**config.mk**
```make
export PLATFORM = sky130hd
export DESIGN_NAME = cpu_alu_with_flags
export DESIGN_NICKNAME = d
export VERILOG_FILES = /design/src/rtl/calu_pkg.sv /design/src/rtl/calu_core.sv /design/src/rtl/cpu_alu_with_flags.sv
export SDC_FILE = /design/constraint.sdc
export NUM_CORES = 1
export LEC_CHECK = 0
export BUFFER_PORTS_ARGS = -buffer_cell sky130_fd_sc_hd__buf_2
export CAP_MARGIN = 20
export CELL_PAD_IN_SITES_DETAIL_PLACEMENT = 1
export CELL_PAD_IN_SITES_GLOBAL_PLACEMENT = 1
export CORE_MARGIN = 4
export CORE_UTILIZATION = 44
export CTS_BUF_LIST = sky130_fd_sc_hd__clkbuf_4
export DETAILED_ROUTE_END_ITERATION = 10
export PLACE_DENSITY_LB_ADDON = 0.1
export RECOVER_POWER = 50
export SYNTH_ARGS = -nofsm -noshare
export SYNTH_HDL_FRONTEND = slang
export SYNTH_SLANG_ARGS = --single-unit
```
**constraint.sdc**
```tcl
create_clock -name clk -period 9.48 [get_ports clk]
set_clock_uncertainty 0.05 [all_clocks]
set_input_delay 0.948 -clock clk [delete_from_list [all_inputs] [get_ports clk]]
set_output_delay 0.948 -clock clk [all_outputs]
set_load 0.02 [all_outputs]
```
**src/rtl/calu_pkg.sv**
```systemverilog
`timescale 1ns / 1ps
// ----------------------------------------------------------------------------
// calu_pkg
// Types and operation codes shared by the accumulator ALU and its top level.
// ----------------------------------------------------------------------------
package calu_pkg;

  localparam int unsigned CmdW  = 5;
  localparam int unsigned WordW = 16;
  localparam int unsigned FlagW = 4;

  localparam int unsigned InDataW  = 48;
  localparam int unsigned OutDataW = 24;

  // flag bit positions
  localparam int unsigned FlagZ = 3;
  localparam int unsigned FlagN = 2;
  localparam int unsigned FlagH = 1;
  localparam int unsigned FlagC = 0;

  typedef enum logic [CmdW-1:0] {
    CMD_ADD   = 5'd0,
    CMD_ADC   = 5'd1,
    CMD_SUB   = 5'd2,
    CMD_SBC   = 5'd3,
    CMD_AND   = 5'd4,
    CMD_XOR   = 5'd5,
    CMD_OR    = 5'd6,
    CMD_CP    = 5'd7,
    CMD_INC   = 5'd8,
    CMD_DEC   = 5'd9,
    CMD_RLCA  = 5'd10,
    CMD_RLA   = 5'd11,
    CMD_RRCA  = 5'd12,
    CMD_RRA   = 5'd13,
    CMD_ADD16 = 5'd14,
    CMD_SPE8  = 5'd15,
    CMD_INC16 = 5'd16,
    CMD_DEC16 = 5'd17
  } cmd_e;

  typedef struct packed {
    logic [FlagW-1:0] flags_in;
    logic [WordW-1:0] operand_b;
    logic [WordW-1:0] operand_a;
    logic [CmdW-1:0]  command;
  } calu_item_t;

  typedef struct packed {
    logic [FlagW-1:0] flags_out;
    logic [WordW-1:0] result;
  } calu_res_t;

endpackage

```
**src/rtl/calu_core.sv**
```systemverilog
`timescale 1ns / 1ps
// ----------------------------------------------------------------------------
// calu_core
// Combinational 8/16-bit ALU with Z, N, H and C flag generation.
// ----------------------------------------------------------------------------
module calu_core
  import calu_pkg::*;
(
  input  calu_item_t item,
  output calu_res_t  res
);

  logic [7:0]  a8;
  logic [7:0]  b8;
  logic        fc;
  logic        cin;
  logic [8:0]  sum9;
  logic [4:0]  hsum5;
  logic [8:0]  diff9;
  logic [4:0]  hdiff5;
  logic [7:0]  inc8;
  logic [7:0]  dec8;
  logic [16:0] sum17;
  logic [12:0] sum13;
  logic [15:0] ext16;
  logic [7:0]  r8;

  always_comb begin
    a8  = item.operand_a[7:0];
    b8  = item.operand_b[7:0];
    fc  = item.flags_in[FlagC];
    cin = ((item.command == CMD_ADC) || (item.command == CMD_SBC)) ? fc : 1'b0;

    sum9   = {1'b0, a8} + {1'b0, b8} + {8'b0, cin};
    hsum5  = {1'b0, a8[3:0]} + {1'b0, b8[3:0]} + {4'b0, cin};
    diff9  = {1'b0, a8} - {1'b0, b8} - {8'b0, cin};
    hdiff5 = {1'b0, a8[3:0]} - {1'b0, b8[3:0]} - {4'b0, cin};
    inc8   = a8 + 8'd1;
    dec8   = a8 - 8'd1;
    sum17  = {1'b0, item.operand_a} + {1'b0, item.operand_b};
    sum13  = {1'b0, item.operand_a[11:0]} + {1'b0, item.operand_b[11:0]};
    ext16  = {{8{b8[7]}}, b8};
    r8     = 8'd0;

    res.result    = item.operand_a;
    res.flags_out = item.flags_in;

    unique case (cmd_e'(item.command))
      CMD_ADD, CMD_ADC: begin
        r8 = sum9[7:0];
        res.result    = {8'd0, r8};
        res.flags_out = {(r8 == 8'd0), 1'b0, hsum5[4], sum9[8]};
      end
      CMD_SUB, CMD_SBC: begin
        res.result    = {8'd0, diff9[7:0]};
        res.flags_out = {(diff9[7:0] == 8'd0), 1'b1, hdiff5[4], diff9[8]};
      end
      CMD_CP: begin
        res.flags_out = {(diff9[7:0] == 8'd0), 1'b1, hdiff5[4], diff9[8]};
      end
      CMD_AND: begin
        r8 = a8 & b8;
        res.result    = {8'd0, r8};
        res.flags_out = {(r8 == 8'd0), 1'b0, 1'b1, 1'b0};
      end
      CMD_XOR: begin
        r8 = a8 ^ b8;
        res.result    = {8'd0, r8};
        res.flags_out = {(r8 == 8'd0), 1'b0, 1'b0, 1'b0};
      end
      CMD_OR: begin
        r8 = a8 | b8;
        res.result    = {8'd0, r8};
        res.flags_out = {(r8 == 8'd0), 1'b0, 1'b0, 1'b0};
      end
      CMD_INC: begin
        res.result    = {8'd0, inc8};
        res.flags_out = {(inc8 == 8'd0), 1'b0, (a8[3:0] == 4'hF), fc};
      end
      CMD_DEC: begin
        res.result    = {8'd0, dec8};
        res.flags_out = {(dec8 == 8'd0), 1'b1, (a8[3:0] == 4'h0), fc};
      end
      CMD_RLCA: begin
        res.result    = {8'd0, a8[6:0], a8[7]};
        res.flags_out = {1'b0, 1'b0, 1'b0, a8[7]};
      end
      CMD_RLA: begin
        res.result    = {8'd0, a8[6:0], fc};
        res.flags_out = {1'b0, 1'b0, 1'b0, a8[7]};
      end
      CMD_RRCA: begin
        res.result    = {8'd0, a8[0], a8[7:1]};
        res.flags_out = {1'b0, 1'b0, 1'b0, a8[0]};
      end
      CMD_RRA: begin
        res.result    = {8'd0, fc, a8[7:1]};
        res.flags_out = {1'b0, 1'b0, 1'b0, a8[0]};
      end
      CMD_ADD16: begin
        res.result    = sum17[15:0];
        res.flags_out = {item.flags_in[FlagZ], 1'b0, sum13[12], sum17[16]};
      end
      CMD_SPE8: begin
        res.result    = item.operand_a + ext16;
        res.flags_out = {1'b0, 1'b0, hsum5[4], sum9[8]};
      end
      CMD_INC16: begin
        res.result = item.operand_a + 16'd1;
      end
      CMD_DEC16: begin
        res.result = item.operand_a - 16'd1;
      end
      default: begin
        res.result    = item.operand_a;
        res.flags_out = item.flags_in;
      end
    endcase
  end

endmodule

```
**src/rtl/cpu_alu_with_flags.sv**
```systemverilog
`timescale 1ns / 1ps
// ----------------------------------------------------------------------------
// cpu_alu_with_flags
// Streaming 8/16-bit accumulator ALU with Z, N, H and C flags.
// ----------------------------------------------------------------------------
// Each item carries a command, two operands and the incoming flags and yields
// one item with the result and new flags. Items are captured in an input
// register, pass through the ALU logic and land in an output register. One
// item is taken per cycle while the input register is free; both registers
// advance together whenever the output side is free, so a stalled output
// holds its result and blocks input only when the input register is full.
module cpu_alu_with_flags
  import calu_pkg::*;
(
  input  logic                clk,
  input  logic                rst,
  input  logic                s_tvalid,
  output logic                s_tready,
  // command[4:0], operand_a[20:5], operand_b[36:21], flags_in[40:37], zero fill
  input  logic [InDataW-1:0]  s_tdata,
  output logic                m_tvalid,
  input  logic                m_tready,
  // result[15:0], flags_out[19:16], zero fill
  output logic [OutDataW-1:0] m_tdata
);

  logic       pipe_valid;
  calu_item_t pipe_item;
  calu_res_t  alu_res;
  calu_res_t  out_res;
  logic       out_free;
  logic       pipe_free;

  assign out_free  = !m_tvalid || m_tready;
  assign pipe_free = !pipe_valid || out_free;
  assign s_tready  = pipe_free;

  always_ff @(posedge clk) begin
    if (rst) begin
      pipe_valid <= 1'b0;
    end else if (pipe_free) begin
      pipe_valid <= s_tvalid;
    end
  end

  always_ff @(posedge clk) begin
    if (s_tvalid && pipe_free) begin
      pipe_item <= calu_item_t'(s_tdata[$bits(calu_item_t)-1:0]);
    end
  end

  calu_core u_core (
    .item (pipe_item),
    .res  (alu_res)
  );

  always_ff @(posedge clk) begin
    if (rst) begin
      m_tvalid <= 1'b0;
    end else if (out_free) begin
      m_tvalid <= pipe_valid;
    end
  end

  always_ff @(posedge clk) begin
    if (pipe_valid && out_free) begin
      out_res <= alu_res;
    end
  end

  assign m_tdata = {{(OutDataW-$bits(calu_res_t)){1'b0}}, out_res};

  a_accept_fills : assert property (@(posedge clk) disable iff (rst)
    (s_tvalid && s_tready) |=> pipe_valid)
    else $error("accepted item did not enter the input register");

  a_advance : assert property (@(posedge clk) disable iff (rst)
    (pipe_valid && (!m_tvalid || m_tready)) |=> m_tvalid)
    else $error("input register item did not reach the output register");

  a_ready : assert property (@(posedge clk) disable iff (rst)
    s_tready == (!pipe_valid || !m_tvalid || m_tready))
    else $error("input ready does not follow pipeline occupancy");

  a_reset_empty : assert property (@(posedge clk)
    rst |=> (!pipe_valid && !m_tvalid))
    else $error("pipeline not empty after reset");

endmodule
```
=== Word level (Yosys, flattened, before mapping) ===
Index checks and enable logic that the tools add are counted.

* Add/sub/neg operators: 15
* Equal/unequal tests: 18
* Muxes and demuxes: 3
* Bitwise logic cells: 3
* Reductions and logical operators: 21

{| class="wikitable"
|+ Operators by type and width
! kind !! count
|-
| $pmux W16 S15 || 1
|-
| $logic_not A8 Y1 || 7
|-
| $pmux W4 S11 || 1
|-
| $eq A5 B4 Y1 const B || 8
|-
| $eq A5 B3 Y1 const B || 4
|-
| $add A16 B16 Y17 || 1
|-
| $add A16 B1 Y16 const B || 1
|-
| $add A16 B16 Y16 || 1
|-
| $sub A16 B1 Y16 const B || 1
|-
| $add A12 B12 Y13 || 1
|-
| $eq A5 B2 Y1 const B || 2
|-
| $eq A5 B5 Y1 const B || 2
|-
| $add A8 B8 Y9 || 1
|-
| $add A9 B1 Y9 || 1
|-
| $sub A8 B8 Y9 || 1
|-
| $sub A9 B1 Y9 || 1
|-
| $add A8 B1 Y8 const B || 1
|-
| $and A8 B8 Y8 || 1
|-
| $or A8 B8 Y8 || 1
|-
| $reduce_or A2 Y1 || 4
|-
| $sub A8 B1 Y8 const B || 1
|-
| $xor A8 B8 Y8 || 1
|-
| $add A4 B4 Y5 || 1
|-
| $add A5 B1 Y5 || 1
|-
| other kinds (11) || 15
|}

* Register bits: 63
* Bits of input ports: 52
* Output and inout bits: 26

=== Logic depth before layout (Yosys ltp) ===
Gate-level depths: netlist (run 1).

* Word-level depth: 6
* Mapped depth: 15
* Depth with buffers taken out: 15

=== Hierarchy ===
From an unflattened synthesis (run 1), not the netlist that was laid out.

* Cell total of the unflattened synthesis: 678
* Area total of the unflattened synthesis: 6167.2 µm²

{| class="wikitable"
|+ Modules (own cells, without submodules)
! module !! times used !! cells each !! area an instance (µm²) !! sequential area each (µm²)
|-
| calu_core || 1 || 602 || 4197.8 || 0.0
|-
| cpu_alu_with_flags || 1 || 76 || 1969.4 || 1871.8
|}

=== Least setup slack after synthesis (run 1) ===
OpenSTA, ideal clock, no wires.

* Path kind: register to register
* Start: reg pipe_item[22] in the netlist's numbering
* End: reg out_res, in the netlist m_tdata[13], data pin
* Library setup time: 0.261 ns
* Arrival time: 3.500 ns
* Setup slack: 5.669 ns
* Cell stages (with the launch flop): 16
* Period minus slack after synthesis: 3.811 ns
* Cell sequence: edfxtp_1 > inv_1 > nand3_1 > or3_1 > or3_1 > ha_1 > nand2_1 > nand2_1 > ha_1 > and3_1 > and2_1 > a221o_1 > a31oi_4 > mux2i_1 > a21oi_1 > a221o_1

{| class="wikitable"
|+ RTL lines
! item !! line !! source
|-
| start, declared || cpu_alu_with_flags.sv:28 || <nowiki>calu_item_t pipe_item;</nowiki>
|-
| start signal, assigned || cpu_alu_with_flags.sv:48 || <nowiki>pipe_item <= calu_item_t'(s_tdata[$bits(calu_item_t)-1:0]);</nowiki>
|-
| end signal, assigned || cpu_alu_with_flags.sv:67 || <nowiki>out_res <= alu_res;</nowiki>
|-
| end, declared || cpu_alu_with_flags.sv:30 || <nowiki>calu_res_t out_res;</nowiki>
|}

==> impl_metrics.env, run 1 <==
export IMPL_result_of_the_run="finished, violations left"
export IMPL_failing_checks="capacitance limit, slew limit"
export IMPL_critical_path_startpoint_type="flip-flop"
export IMPL_max_freq_mhz=203
export IMPL_violation_count_after_the_first_detailed_route_iteration=567
export IMPL_yosys_cell_count_top_type="sky130_fd_sc_hd__edfxtp_1"
export IMPL_dpl_instance_area_um2=6530
export IMPL_worst_ep_required_time_ns=9.63
export IMPL_clkPwrFrac_pct=25.8
export IMPL_grt_max_degree=42
export IMPL_synth_top_cell_by_area="sky130_fd_sc_hd__edfxtp_1"
export IMPL_synthTopCellsByCount="sky130_fd_sc_hd__edfxtp_1 (61), sky130_fd_sc_hd__ha_1 (60), sky130_fd_sc_hd__a21oi_1 (57), sky130_fd_sc_hd__nor2_1 (52), sky130_fd_sc_hd__nand2_1 (45)"
export IMPL_synth_largest_type_area_fraction_pct=30.3
export IMPL_clock_tree_root_buffer_cell="sky130_fd_sc_hd__clkbuf_4"
export IMPL_grt_util_all_layers_pct=29.3
export IMPL_cts_tree="yes"
export IMPL_setup_viol=0
export IMPL_multi_input_combinational_cell_area_um2=3870
export IMPL_place_detailed_hpwl_mm=17.6
export IMPL_die_h_um=125
export IMPL_synth_top_cells_by_area="sky130_fd_sc_hd__edfxtp_1 (30%), sky130_fd_sc_hd__ha_1 (12%), sky130_fd_sc_hd__a21oi_1 (4.7%)"
export IMPL_timing_max_transition_violations_final=75
export IMPL_synth_seq_area_share_pct=31.0
export IMPL_hp_class="reg -> reg"
export IMPL_drt_total_wl_mm=22.9
export IMPL_diodes=0
export IMPL_viasPerCell=6.36
export IMPL_final_critical_path_setup_slack_ns=4.56
export IMPL_postSynthAreaPerCell_um2=8.99
export IMPL_leakage_nw=2.70
export IMPL_crit_fanout=32
export IMPL_power_net_switching_uw=351
export IMPL_switching_share_pct=38.8
export IMPL_port_buffer_count=66
export IMPL_post_cts_buffers=0
export IMPL_cts_htree_levels=3
export IMPL_dp_cells=894
export IMPL_cts_hold_buffers_added=0
export IMPL_post_layout_total_power_uw=905
export IMPL_max_cap_viol=2
export IMPL_clock_insertion_delay_worst_skew_ns=0.48
export IMPL_rsz_0062_raised_after_global_routing="no"
export IMPL_synth_enable_flop_cells=61
export IMPL_top_level_ports=78
export IMPL_initial_core_utilization_pct=45.3
export IMPL_final_worst_path_period_share_pct=51.9
export IMPL_master_of_the_slowest_instance_on_the_critical_path="sky130_fd_sc_hd__or4b_4"
export IMPL_min_period_ns=4.92
export IMPL_tritoncts_num_buffers=9
export IMPL_mappedNetlistArea_um2=6040
export IMPL_design_area_um2=6680
export IMPL_sequentialPowerShare_pct=38.1
export IMPL_powerDensity_nw_per_um2=135
export IMPL_grt_ovfl_total=0
export IMPL_nFillCells=1605
export IMPL_synth_cell_types=81
export IMPL_place_ws_ns=5.17
export IMPL_fin_hold_ws_ns=0.473
export IMPL_path_buf_inv=1
export IMPL_die_width_um=125
export IMPL_synth_warning_count=0
export IMPL_cell_internal_pwr_uw=553
export IMPL_clock_sinks=63
export IMPL_timing_critical_path_to_type="flip-flop"
export IMPL_final_seq_area_um2=1870
export IMPL_timing_setup_critical_path_class="reg -> reg"
export IMPL_cts_path_max_buffers=2
export IMPL_synth_ff_latch_count=63
export IMPL_timing_final_hold_violations=0
export IMPL_critical_path_most_common_cell="sky130_fd_sc_hd__a21oi_1"
export IMPL_ys_async_sr_fraction_pct=0
export IMPL_grt_pass1_wl_mm=35.5
export IMPL_crit_path_max_incr_delay_ns=0.86
export IMPL_final_nets=847
export IMPL_worst_r2r_cell_count=12
export IMPL_area_growth_synth_to_final_pct=10.6
export IMPL_coreArea_um2=13300
export IMPL_place_congestion=0.989
export IMPL_remaining_drc_errors=0
export IMPL_avgRoutedWirePerCell_um=25.1
export IMPL_power_combinational_fraction_pct=36.1
export IMPL_drtPass1Iterations=7
export IMPL_cpLargestDelayFamily="simple AND/OR/NAND/NOR gates"
export IMPL_worst_ep_arrival_time_ns=5.07
export IMPL_clk_transition_reported_paths_ns=0.13
export IMPL_timing_worst_slew_pin_value_ns=2.76
export IMPL_max_slew_margin_pct=-84.2
export IMPL_drive_gt1_share_pct=14.4
export IMPL_rows=42
export IMPL_totalNegativeSetupSlack_ns=0
export IMPL_netlist_instances=672
export IMPL_worst_hold_path_num_cells=2
export IMPL_critical_path_cell_list="clkbuf_1 > or4b_4 > nor2_1 > a21oi_1 > ha_1 > o21ai_0 > a21oi_1 > o41a_1 > a21oi_1 > o31ai_1 > xnor2_1 > o221ai_1"
export IMPL_detail_route_antenna_nets=0
export IMPL_final_core_utilization_pct=50.0
export IMPL_route_vias_total=5788
export IMPL_ir_worst_vdd_mv=0.101
export IMPL_die_area_um2=15700
export IMPL_final_instance_count_excl_fill=910
export IMPL_post_cts_resized=0
export IMPL_antenna_violations_before_repair=1
export IMPL_number_of_global_route_vias_before_repair=6033
export IMPL_synthFlopType="sky130_fd_sc_hd__edfxtp_1"
export IMPL_stages_on_worst_setup_path=12
[power by group through the flow]
stage          clock (mW)  sequential (mW)  combinational (mW)
6_report            0.233            0.345               0.326
3_5_place_dp            0            0.350               0.318
5_1_grt             0.251            0.347               0.356
4_1_cts             0.237            0.344               0.321
3_3_place_gp            0            0.350               0.306
2_1_floorplan           0            0.350               0.214
[cells by family after synthesis]
group,Yosys count,share of synthesized area (%)
and+or+nand+nor,204,17.1
DFF,63,31.0
xor gates and xnor gates,49,7.23
adders and majority gates,66,14.4
muxes,9,1.57
other,1,0.0621
AOI/OAI and AO/OA,207,23.5
buffers and inverters,73,5.11
[cell usage in the layout (no fill, tap or decap), types with 7 or more instances in the layout]
| cell type | count |
|---|---|
| sky130_fd_sc_hd__buf_2 | 66 |
| sky130_fd_sc_hd__edfxtp_1 | 61 |
| sky130_fd_sc_hd__ha_1 | 60 |
| sky130_fd_sc_hd__a21oi_1 | 57 |
| sky130_fd_sc_hd__nor2_1 | 52 |
| sky130_fd_sc_hd__nand2_1 | 45 |
| sky130_fd_sc_hd__inv_1 | 37 |
| sky130_fd_sc_hd__o21ai_0 | 33 |
| sky130_fd_sc_hd__xnor2_1 | 32 |
| sky130_fd_sc_hd__nand3_1 | 18 |
| sky130_fd_sc_hd__xor2_1 | 16 |
| sky130_fd_sc_hd__nor2b_1 | 12 |
| sky130_fd_sc_hd__nor3_1 | 11 |
| sky130_fd_sc_hd__nor4_1 | 11 |
| sky130_fd_sc_hd__o21a_1 | 10 |
| sky130_fd_sc_hd__a21o_1 | 10 |
| sky130_fd_sc_hd__and3_1 | 9 |
| sky130_fd_sc_hd__nand2b_1 | 9 |
| sky130_fd_sc_hd__nand4_1 | 9 |
| sky130_fd_sc_hd__a221oi_1 | 9 |
| sky130_fd_sc_hd__a31oi_1 | 9 |
| sky130_fd_sc_hd__clkbuf_4 | 9 |
| sky130_fd_sc_hd__buf_4 | 9 |
| sky130_fd_sc_hd__a211oi_1 | 8 |
| sky130_fd_sc_hd__o221ai_1 | 8 |
| sky130_fd_sc_hd__mux2i_1 | 7 |
[final timing paths]
kind	from	to	slack [ns]
hold reg to reg	pipe_valid	m_tvalid	0.47
hold / removal	pipe_valid	m_tvalid	0.47
setup / recovery	pipe_item[1]	m_tdata[14]	4.56
setup reg to reg	pipe_item[1]	m_tdata[14]	4.56
[per-layer routing]
metal | part of all wire, % | wire length, um | vias to the layer above | GRT usage (%)
met1 | 43 | 9860 | 2834 | 39.3
met5 | 0.057 | 13 | - | 0
met4 | 2.9 | 654 | 2 | 9.57
met2 | 44 | 10200 | 265 | 45.2
li1 | - | - | 2640 | -
met3 | 9.5 | 2180 | 47 | 9.17
[worst register-to-register path: stages (launching register included)]
cell and delay (ns):
sky130_fd_sc_hd__edfxtp_1 0.38, sky130_fd_sc_hd__clkbuf_1 0.62, sky130_fd_sc_hd__or4b_4 0.86, sky130_fd_sc_hd__nor2_1 0.65
sky130_fd_sc_hd__a21oi_1 0.11, sky130_fd_sc_hd__ha_1 0.37, sky130_fd_sc_hd__o21ai_0 0.21, sky130_fd_sc_hd__a21oi_1 0.11
sky130_fd_sc_hd__o41a_1 0.38, sky130_fd_sc_hd__a21oi_1 0.35, sky130_fd_sc_hd__o31ai_1 0.16, sky130_fd_sc_hd__xnor2_1 0.27
sky130_fd_sc_hd__o221ai_1 0.15
[sequential cells by signal (all words and copies together) (netlist names)]
name	flops
pipe_item	41
m_tdata	20
m_tvalid	1
pipe_valid	1
[cell type report]
class                      count  share of cell area (%)
clock buffer                   9                    1.01
clock inverter                 7                    1.40
inverter                      39                    2.19
multi-input combinational    539                    58.0
sequential                    63                    28.0
tap                          176                    3.30
timing repair buffer          77                    6.07
(Power assumes the default switching activity.)
==> run 2, diff against run 1 <==
==> constraint.sdc (replaced) <==
create_clock -name clk -period 4.9 [get_ports clk]
set_clock_uncertainty 0.05 [all_clocks]
set_input_delay 0.49 -clock clk [delete_from_list [all_inputs] [get_ports clk]]
set_output_delay 0.49 -clock clk [all_outputs]
set_load 0.02 [all_outputs]
==> run 2 against run 1 <==
Against the previous run:
- the run now ends clean
- clock power rose by 58%
- flip-flop and latch count stayed put
- critical path depth rose by 3
- final area decreased by 0.43%
- register-to-register slack worse by 4.0 ns
- critical path type unchanged
- largest power group unchanged
- global-route usage fell by 0.29 points
==> impl_metrics.env, run 2 (synthesis gave the netlist of run 1 again) <==
export IMPL_port_buffer_count=66
export IMPL_largest_register="pipe_item"
export IMPL_coreArea_um2=13300
export IMPL_critical_path_startpoint_type="flip-flop"
export IMPL_tritoncts_num_buffers=9
export IMPL_max_slew_margin_pct=1.80
export IMPL_antenna_violations_before_repair=1
export IMPL_avgRoutedWirePerCell_um=25.1
export IMPL_switching_share_pct=38.6
export IMPL_hp_class="in -> reg"
export IMPL_post_cts_resized=0
export IMPL_route_vias_total=5796
export IMPL_number_of_global_route_vias_before_repair=5990
export IMPL_final_worst_path_period_share_pct=88.4
export IMPL_cts_hold_buffers_added=0
export IMPL_post_layout_total_power_mw=1.67
export IMPL_die_h_um=125
export IMPL_timing_critical_path_to_type="flip-flop"
export IMPL_clock_sinks=63
export IMPL_cell_internal_pwr_mw=1.02
export IMPL_largest_register_ffs=41
export IMPL_max_freq_mhz=231
export IMPL_place_detailed_hpwl_mm=17.8
export IMPL_grt_pass1_wl_mm=35.1
export IMPL_final_nets=848
export IMPL_sequentialPowerShare_pct=40.1
export IMPL_clk_transition_reported_paths_ns=0.12
export IMPL_leakage_nw=2.67
export IMPL_cts_htree_levels=3
export IMPL_timing_max_transition_violations_final=0
export IMPL_final_common_cell="sky130_fd_sc_hd__edfxtp_1"
export IMPL_min_period_ns=4.33
export IMPL_top_level_ports=78
export IMPL_rsz_0062_raised_after_global_routing="no"
export IMPL_area_growth_synth_to_final_pct=10.1
export IMPL_timing_worst_slew_pin_value_ns=1.47
export IMPL_timing_final_hold_violations=0
export IMPL_initial_core_utilization_pct=45.3
export IMPL_detail_route_antenna_nets=0
export IMPL_cts_tree="yes"
export IMPL_violation_count_after_the_first_detailed_route_iteration=746
export IMPL_setup_viol=0
export IMPL_grt_ovfl_total=0
export IMPL_final_instance_count_excl_fill=911
export IMPL_layout_cells_most_common_list="sky130_fd_sc_hd__edfxtp_1 (61), sky130_fd_sc_hd__ha_1 (60), sky130_fd_sc_hd__a21oi_1 (57)"
export IMPL_clkPwrFrac_pct=22.1
export IMPL_critical_path_cell_list="inv_1 > nand3_1 > or3_1 > or3_1 > ha_1 > nand2_1 > nand2_1 > ha_1 > and3_1 > and2_1 > a221o_1 > a31oi_4 > mux2i_1 > a2111oi_2 > o21ai_2"
export IMPL_crit_path_max_incr_delay_ns=0.53
export IMPL_grt_util_all_layers_pct=29.0
export IMPL_diodes=0
export IMPL_clock_tree_root_buffer_cell="sky130_fd_sc_hd__clkbuf_4"
export IMPL_die_width_um=125
export IMPL_place_congestion=0.945
export IMPL_rows=42
export IMPL_ir_worst_vdd_mv=0.168
export IMPL_timing_setup_critical_path_class="reg -> reg"
export IMPL_powerDensity_nw_per_um2=251
export IMPL_grt_max_degree=42
export IMPL_remaining_drc_errors=0
export IMPL_clock_insertion_delay_worst_skew_ns=0.45
export IMPL_result_of_the_run="finished clean"
export IMPL_post_cts_buffers=0
export IMPL_die_area_um2=15700
export IMPL_power_combinational_fraction_pct=37.7
export IMPL_cts_path_max_buffers=2
export IMPL_drive_gt1_share_pct=13.3
export IMPL_drt_total_wl_mm=22.8
export IMPL_worst_ep_arrival_time_ns=4.49
export IMPL_max_cap_viol=0
export IMPL_drtPass1Iterations=5
export IMPL_master_of_the_slowest_instance_on_the_critical_path="sky130_fd_sc_hd__edfxtp_1"
export IMPL_totalNegativeSetupSlack_ns=0
export IMPL_dp_cells=895
export IMPL_worst_ep_required_time_ns=5.06
export IMPL_power_net_switching_uw=644
export IMPL_viasPerCell=6.36
export IMPL_crit_fanout=5
run 2: routing by layer:
metal | vias up | wire length [um] | GRT usage (%)
met5 | - | 13 | 0
met4 | 2 | 732 | 9.95
met3 | 50 | 1660 | 4.90
met2 | 242 | 10200 | 45.6
met1 | 2862 | 10200 | 40.6
li1 | 2640 | - | -
run 2: stage by stage:
step                hold slack, ns  area [um^2]  utilization, %  setup WS (ns)
CTS                          0.100         6670            50.0          0.586
floorplan                    0.428         6050               -           1.09
detailed placement           0.467         6540            49.0          0.624
finish                       0.143         6650            49.8          0.567
global placement             0.443         6540            49.0          0.732
global route                 0.109         6650            49.8          0.369
run 2: critical path, delay by kind of cell (launching register included):
family / cells / cell delay [ns]
AND/OR/NAND/NOR: 7 / 1.45
AO/OA/AOI/OAI: 4 / 1.05
adder cells (fa/ha/maj): 2 / 0.63
multiplexers: 1 / 0.13
flip-flops: 1 / 0.53
buffers and inverters: 1 / 0.24
run 2: power groups by stage:
stage	clock, mW	combinational [mW]	sequential (mW)
floorplan	0	0.413	0.678
CTS	0.381	0.620	0.669
detailed placement	0	0.615	0.681
global placement	0	0.594	0.679
global route	0.402	0.681	0.674
finish	0.369	0.630	0.670
run 2: final cells by class:
class                           instances  area (um^2)
Fill cell                            1625         6700
Inverter                               39          146
Clock buffer                           11         82.6
Sequential cell                        63         1870
Clock inverter                          5         50.0
Timing Repair Buffer                   78          404
Multi-Input combinational cell        539         3880
Tap cell                              176          220
run 2: worst paths after layout:
check                           cells after the start           from  slack (ns)           to
worst max-delay path                               15  pipe_item[22]        0.57  m_tdata[15]
worst min-delay path                                2            rst        0.14     m_tvalid
worst max register to register                     15  pipe_item[22]        0.57  m_tdata[15]
worst min register to register                      2     pipe_valid        0.48     m_tvalid
==> run 3, diff against run 2 <==
--- a/config.mk
+++ b/config.mk
@@ -7,13 +7,10 @@
 export LEC_CHECK = 0
 export BUFFER_PORTS_ARGS = -buffer_cell sky130_fd_sc_hd__buf_2
 export CAP_MARGIN = 20
-export CELL_PAD_IN_SITES_DETAIL_PLACEMENT = 1
-export CELL_PAD_IN_SITES_GLOBAL_PLACEMENT = 1
 export CORE_MARGIN = 4
 export CORE_UTILIZATION = 44
 export CTS_BUF_LIST = sky130_fd_sc_hd__clkbuf_4
 export DETAILED_ROUTE_END_ITERATION = 10
-export PLACE_DENSITY_LB_ADDON = 0.1
 export RECOVER_POWER = 50
 export SYNTH_ARGS = -nofsm -noshare
 export SYNTH_HDL_FRONTEND = slang
==> run 3 against run 2 <==
Against the previous run:
- combinational power decreased by 3%
- fmax decreased by 0.15%
- critical path depth unchanged
- clock power increased by 3%
- power decreased by 0.59%
- setup slack got worse by 0.0064 ns
- worst hold slack got worse by 0.030 ns
- non-clock buffer count increased by 1
- routed wire length decreased by 10%
- flip-flop and latch count unchanged
- final area increased by 0.13%
- critical path type unchanged
- critical endpoint is now m_tdata[13]
==> impl_metrics.env, run 3 (synthesis gave the netlist of run 1 again) <==
export IMPL_result_of_the_run="finished clean"
export IMPL_max_freq_mhz=230
export IMPL_viasPerCell=6.28
export IMPL_number_of_global_route_vias_before_repair=5432
export IMPL_tritoncts_num_buffers=9
export IMPL_startpoint_of_the_lowest_slack_register_to_register_path="pipe_item[22]"
export IMPL_drtPass1Iterations=6
export IMPL_setup_viol=0
export IMPL_totalNegativeSetupSlack_ns=0
export IMPL_clk_transition_reported_paths_ns=0.14
export IMPL_grt_max_degree=42
export IMPL_dp_cells=895
export IMPL_clock_sinks=63
export IMPL_powerDensity_nw_per_um2=249
export IMPL_nFillCells=1285
export IMPL_crit_fanout=5
export IMPL_remaining_drc_errors=0
export IMPL_final_instance_count_excl_fill=912
export IMPL_final_core_utilization_pct=49.9
export IMPL_grt_util_all_layers_pct=26.1
export IMPL_die_area_um2=15700
export IMPL_hp_class="in -> reg"
export IMPL_final_worst_path_period_share_pct=88.6
export IMPL_grt_pass1_wl_mm=31.8
export IMPL_rows=42
export IMPL_cts_tree="yes"
export IMPL_timing_worst_slew_pin_value_ns=1.10
export IMPL_largest_register="pipe_item"
export IMPL_route_vias_total=5726
export IMPL_layout_cells_most_common_list="sky130_fd_sc_hd__edfxtp_1 (61), sky130_fd_sc_hd__ha_1 (60), sky130_fd_sc_hd__a21oi_1 (57)"
export IMPL_setup_worst_path_start="pipe_item[22]"
export IMPL_min_delay_worst_endpoint="pipe_item[23]"
export IMPL_place_congestion=1.01
export IMPL_final_common_cell="sky130_fd_sc_hd__edfxtp_1"
export IMPL_ir_worst_vdd_mv=0.137
export IMPL_cts_path_max_buffers=2
export IMPL_design_area_um2=6660
export IMPL_timing_final_hold_violations=0
export IMPL_fin_hold_ws_ns=0.113
export IMPL_worst_ep_required_time_ns=5.08
export IMPL_max_cap_viol=0
export IMPL_critical_path_startpoint_type="flip-flop"
export IMPL_worst_hold_path_num_cells=1
export IMPL_post_cts_buffers=0
export IMPL_worst_r2r_cell_count=15
export IMPL_largest_register_ffs=41
export IMPL_grt_ovfl_total=0
export IMPL_avgRoutedWirePerCell_um=22.5
export IMPL_leakage_nw=2.68
export IMPL_diodes=0
export IMPL_top_level_ports=78
export IMPL_timing_setup_critical_path_class="reg -> reg"
export IMPL_worst_r2r_endpoint="m_tdata[13]"
export IMPL_detail_route_antenna_nets=0
export IMPL_dpl_instance_area_um2=6540
export IMPL_antenna_violations_before_repair=0
export IMPL_post_cts_resized=0
export IMPL_initial_core_utilization_pct=45.3
export IMPL_violation_count_after_the_first_detailed_route_iteration=685
export IMPL_die_h_um=125
export IMPL_worst_r2r_setup_slack_ns=0.56
export IMPL_min_period_ns=4.34
export IMPL_area_growth_synth_to_final_pct=10.2
export IMPL_max_slew_margin_pct=26.7
export IMPL_clock_insertion_delay_worst_skew_ns=0.49
export IMPL_port_buffer_count=66
export IMPL_timing_critical_path_to_type="flip-flop"
export IMPL_timing_max_transition_violations_final=0
export IMPL_worst_ep_arrival_time_ns=4.52
export IMPL_cts_htree_levels=3
export IMPL_final_nets=849
export IMPL_hp_start="s_tdata[23]"
export IMPL_coreArea_um2=13300
export IMPL_drt_total_wl_mm=20.5
export IMPL_drive_gt1_share_pct=13.6
export IMPL_place_detailed_hpwl_mm=15.7
export IMPL_cts_hold_buffers_added=0
export IMPL_die_width_um=125
export IMPL_rsz_0062_raised_after_global_routing="no"
export IMPL_clock_tree_root_buffer_cell="sky130_fd_sc_hd__clkbuf_4"
## run 3: critical path: stages, from the launching register on
cell                       delay, ns
sky130_fd_sc_hd__edfxtp_1       0.54
sky130_fd_sc_hd__inv_1          0.25
sky130_fd_sc_hd__nand3_1        0.15
sky130_fd_sc_hd__or3_1          0.38
sky130_fd_sc_hd__or3_1          0.39
sky130_fd_sc_hd__ha_1           0.29
sky130_fd_sc_hd__nand2_1        0.06
sky130_fd_sc_hd__nand2_1        0.06
sky130_fd_sc_hd__ha_1           0.33
sky130_fd_sc_hd__and3_1         0.17
sky130_fd_sc_hd__and2_1         0.19
sky130_fd_sc_hd__a221o_1        0.33
sky130_fd_sc_hd__a31oi_4        0.23
sky130_fd_sc_hd__mux2i_1        0.21
sky130_fd_sc_hd__a21oi_1        0.14
sky130_fd_sc_hd__a221o_1        0.30
## run 3: cell type report
class / count / area, um^2 / area share (%)
inverters: 39 / 146 / 2.20
clock buffers: 10 / 75.1 / 1.13
clock inverters: 6 / 61.3 / 0.921
flip-flops and latches: 63 / 1870 / 28.1
well taps: 176 / 220 / 3.31
repair buffers: 79 / 412 / 6.18
multi-input cells: 539 / 3870 / 58.2
## run 3: routing by layer
layer  global-route usage (%)  wire, um  vias up
li1                         -         -     2643
met5                        0         0        -
met2                     38.5      8870      315
met1                     38.7      9390     2727
met3                     4.22      1800       41
met4                     8.99       482        0
## run 3: report_power, final
| part | switching (mW) | total (mW) | internal, mW | leakage (nW) |
|---|---|---|---|---|
| Sequential | 0.0326 | 0.665 | 0.633 | 0.606 |
| Clock | 0.222 | 0.381 | 0.159 | 0.0761 |
| Combinational | 0.384 | 0.613 | 0.229 | 2.00 |
| Total | 0.639 | 1.66 | 1.02 | 2.68 |
## run 3: worst max path at each step
| stage | to | slack (ns) | depth (start not counted) |
|---|---|---|---|
| floorplan | m_tdata[13] | 1.09 | 15 |
| global route | m_tdata[15] | 0.36 | 15 |
| global placement | m_tdata[13] | 0.66 | 15 |
| CTS | m_tdata[13] | 0.57 | 15 |
| finish | m_tdata[13] | 0.56 | 15 |
| detailed placement | m_tdata[13] | 0.60 | 15 |
## run 3: metrics by stage
step | total power [mW] | setup WS, ns
floorplan | 1.09 | 1.09
global placement | 1.26 | 0.658
detailed placement | 1.27 | 0.602
CTS | 1.65 | 0.569
global route | 1.75 | 0.357
finish | 1.66 | 0.560
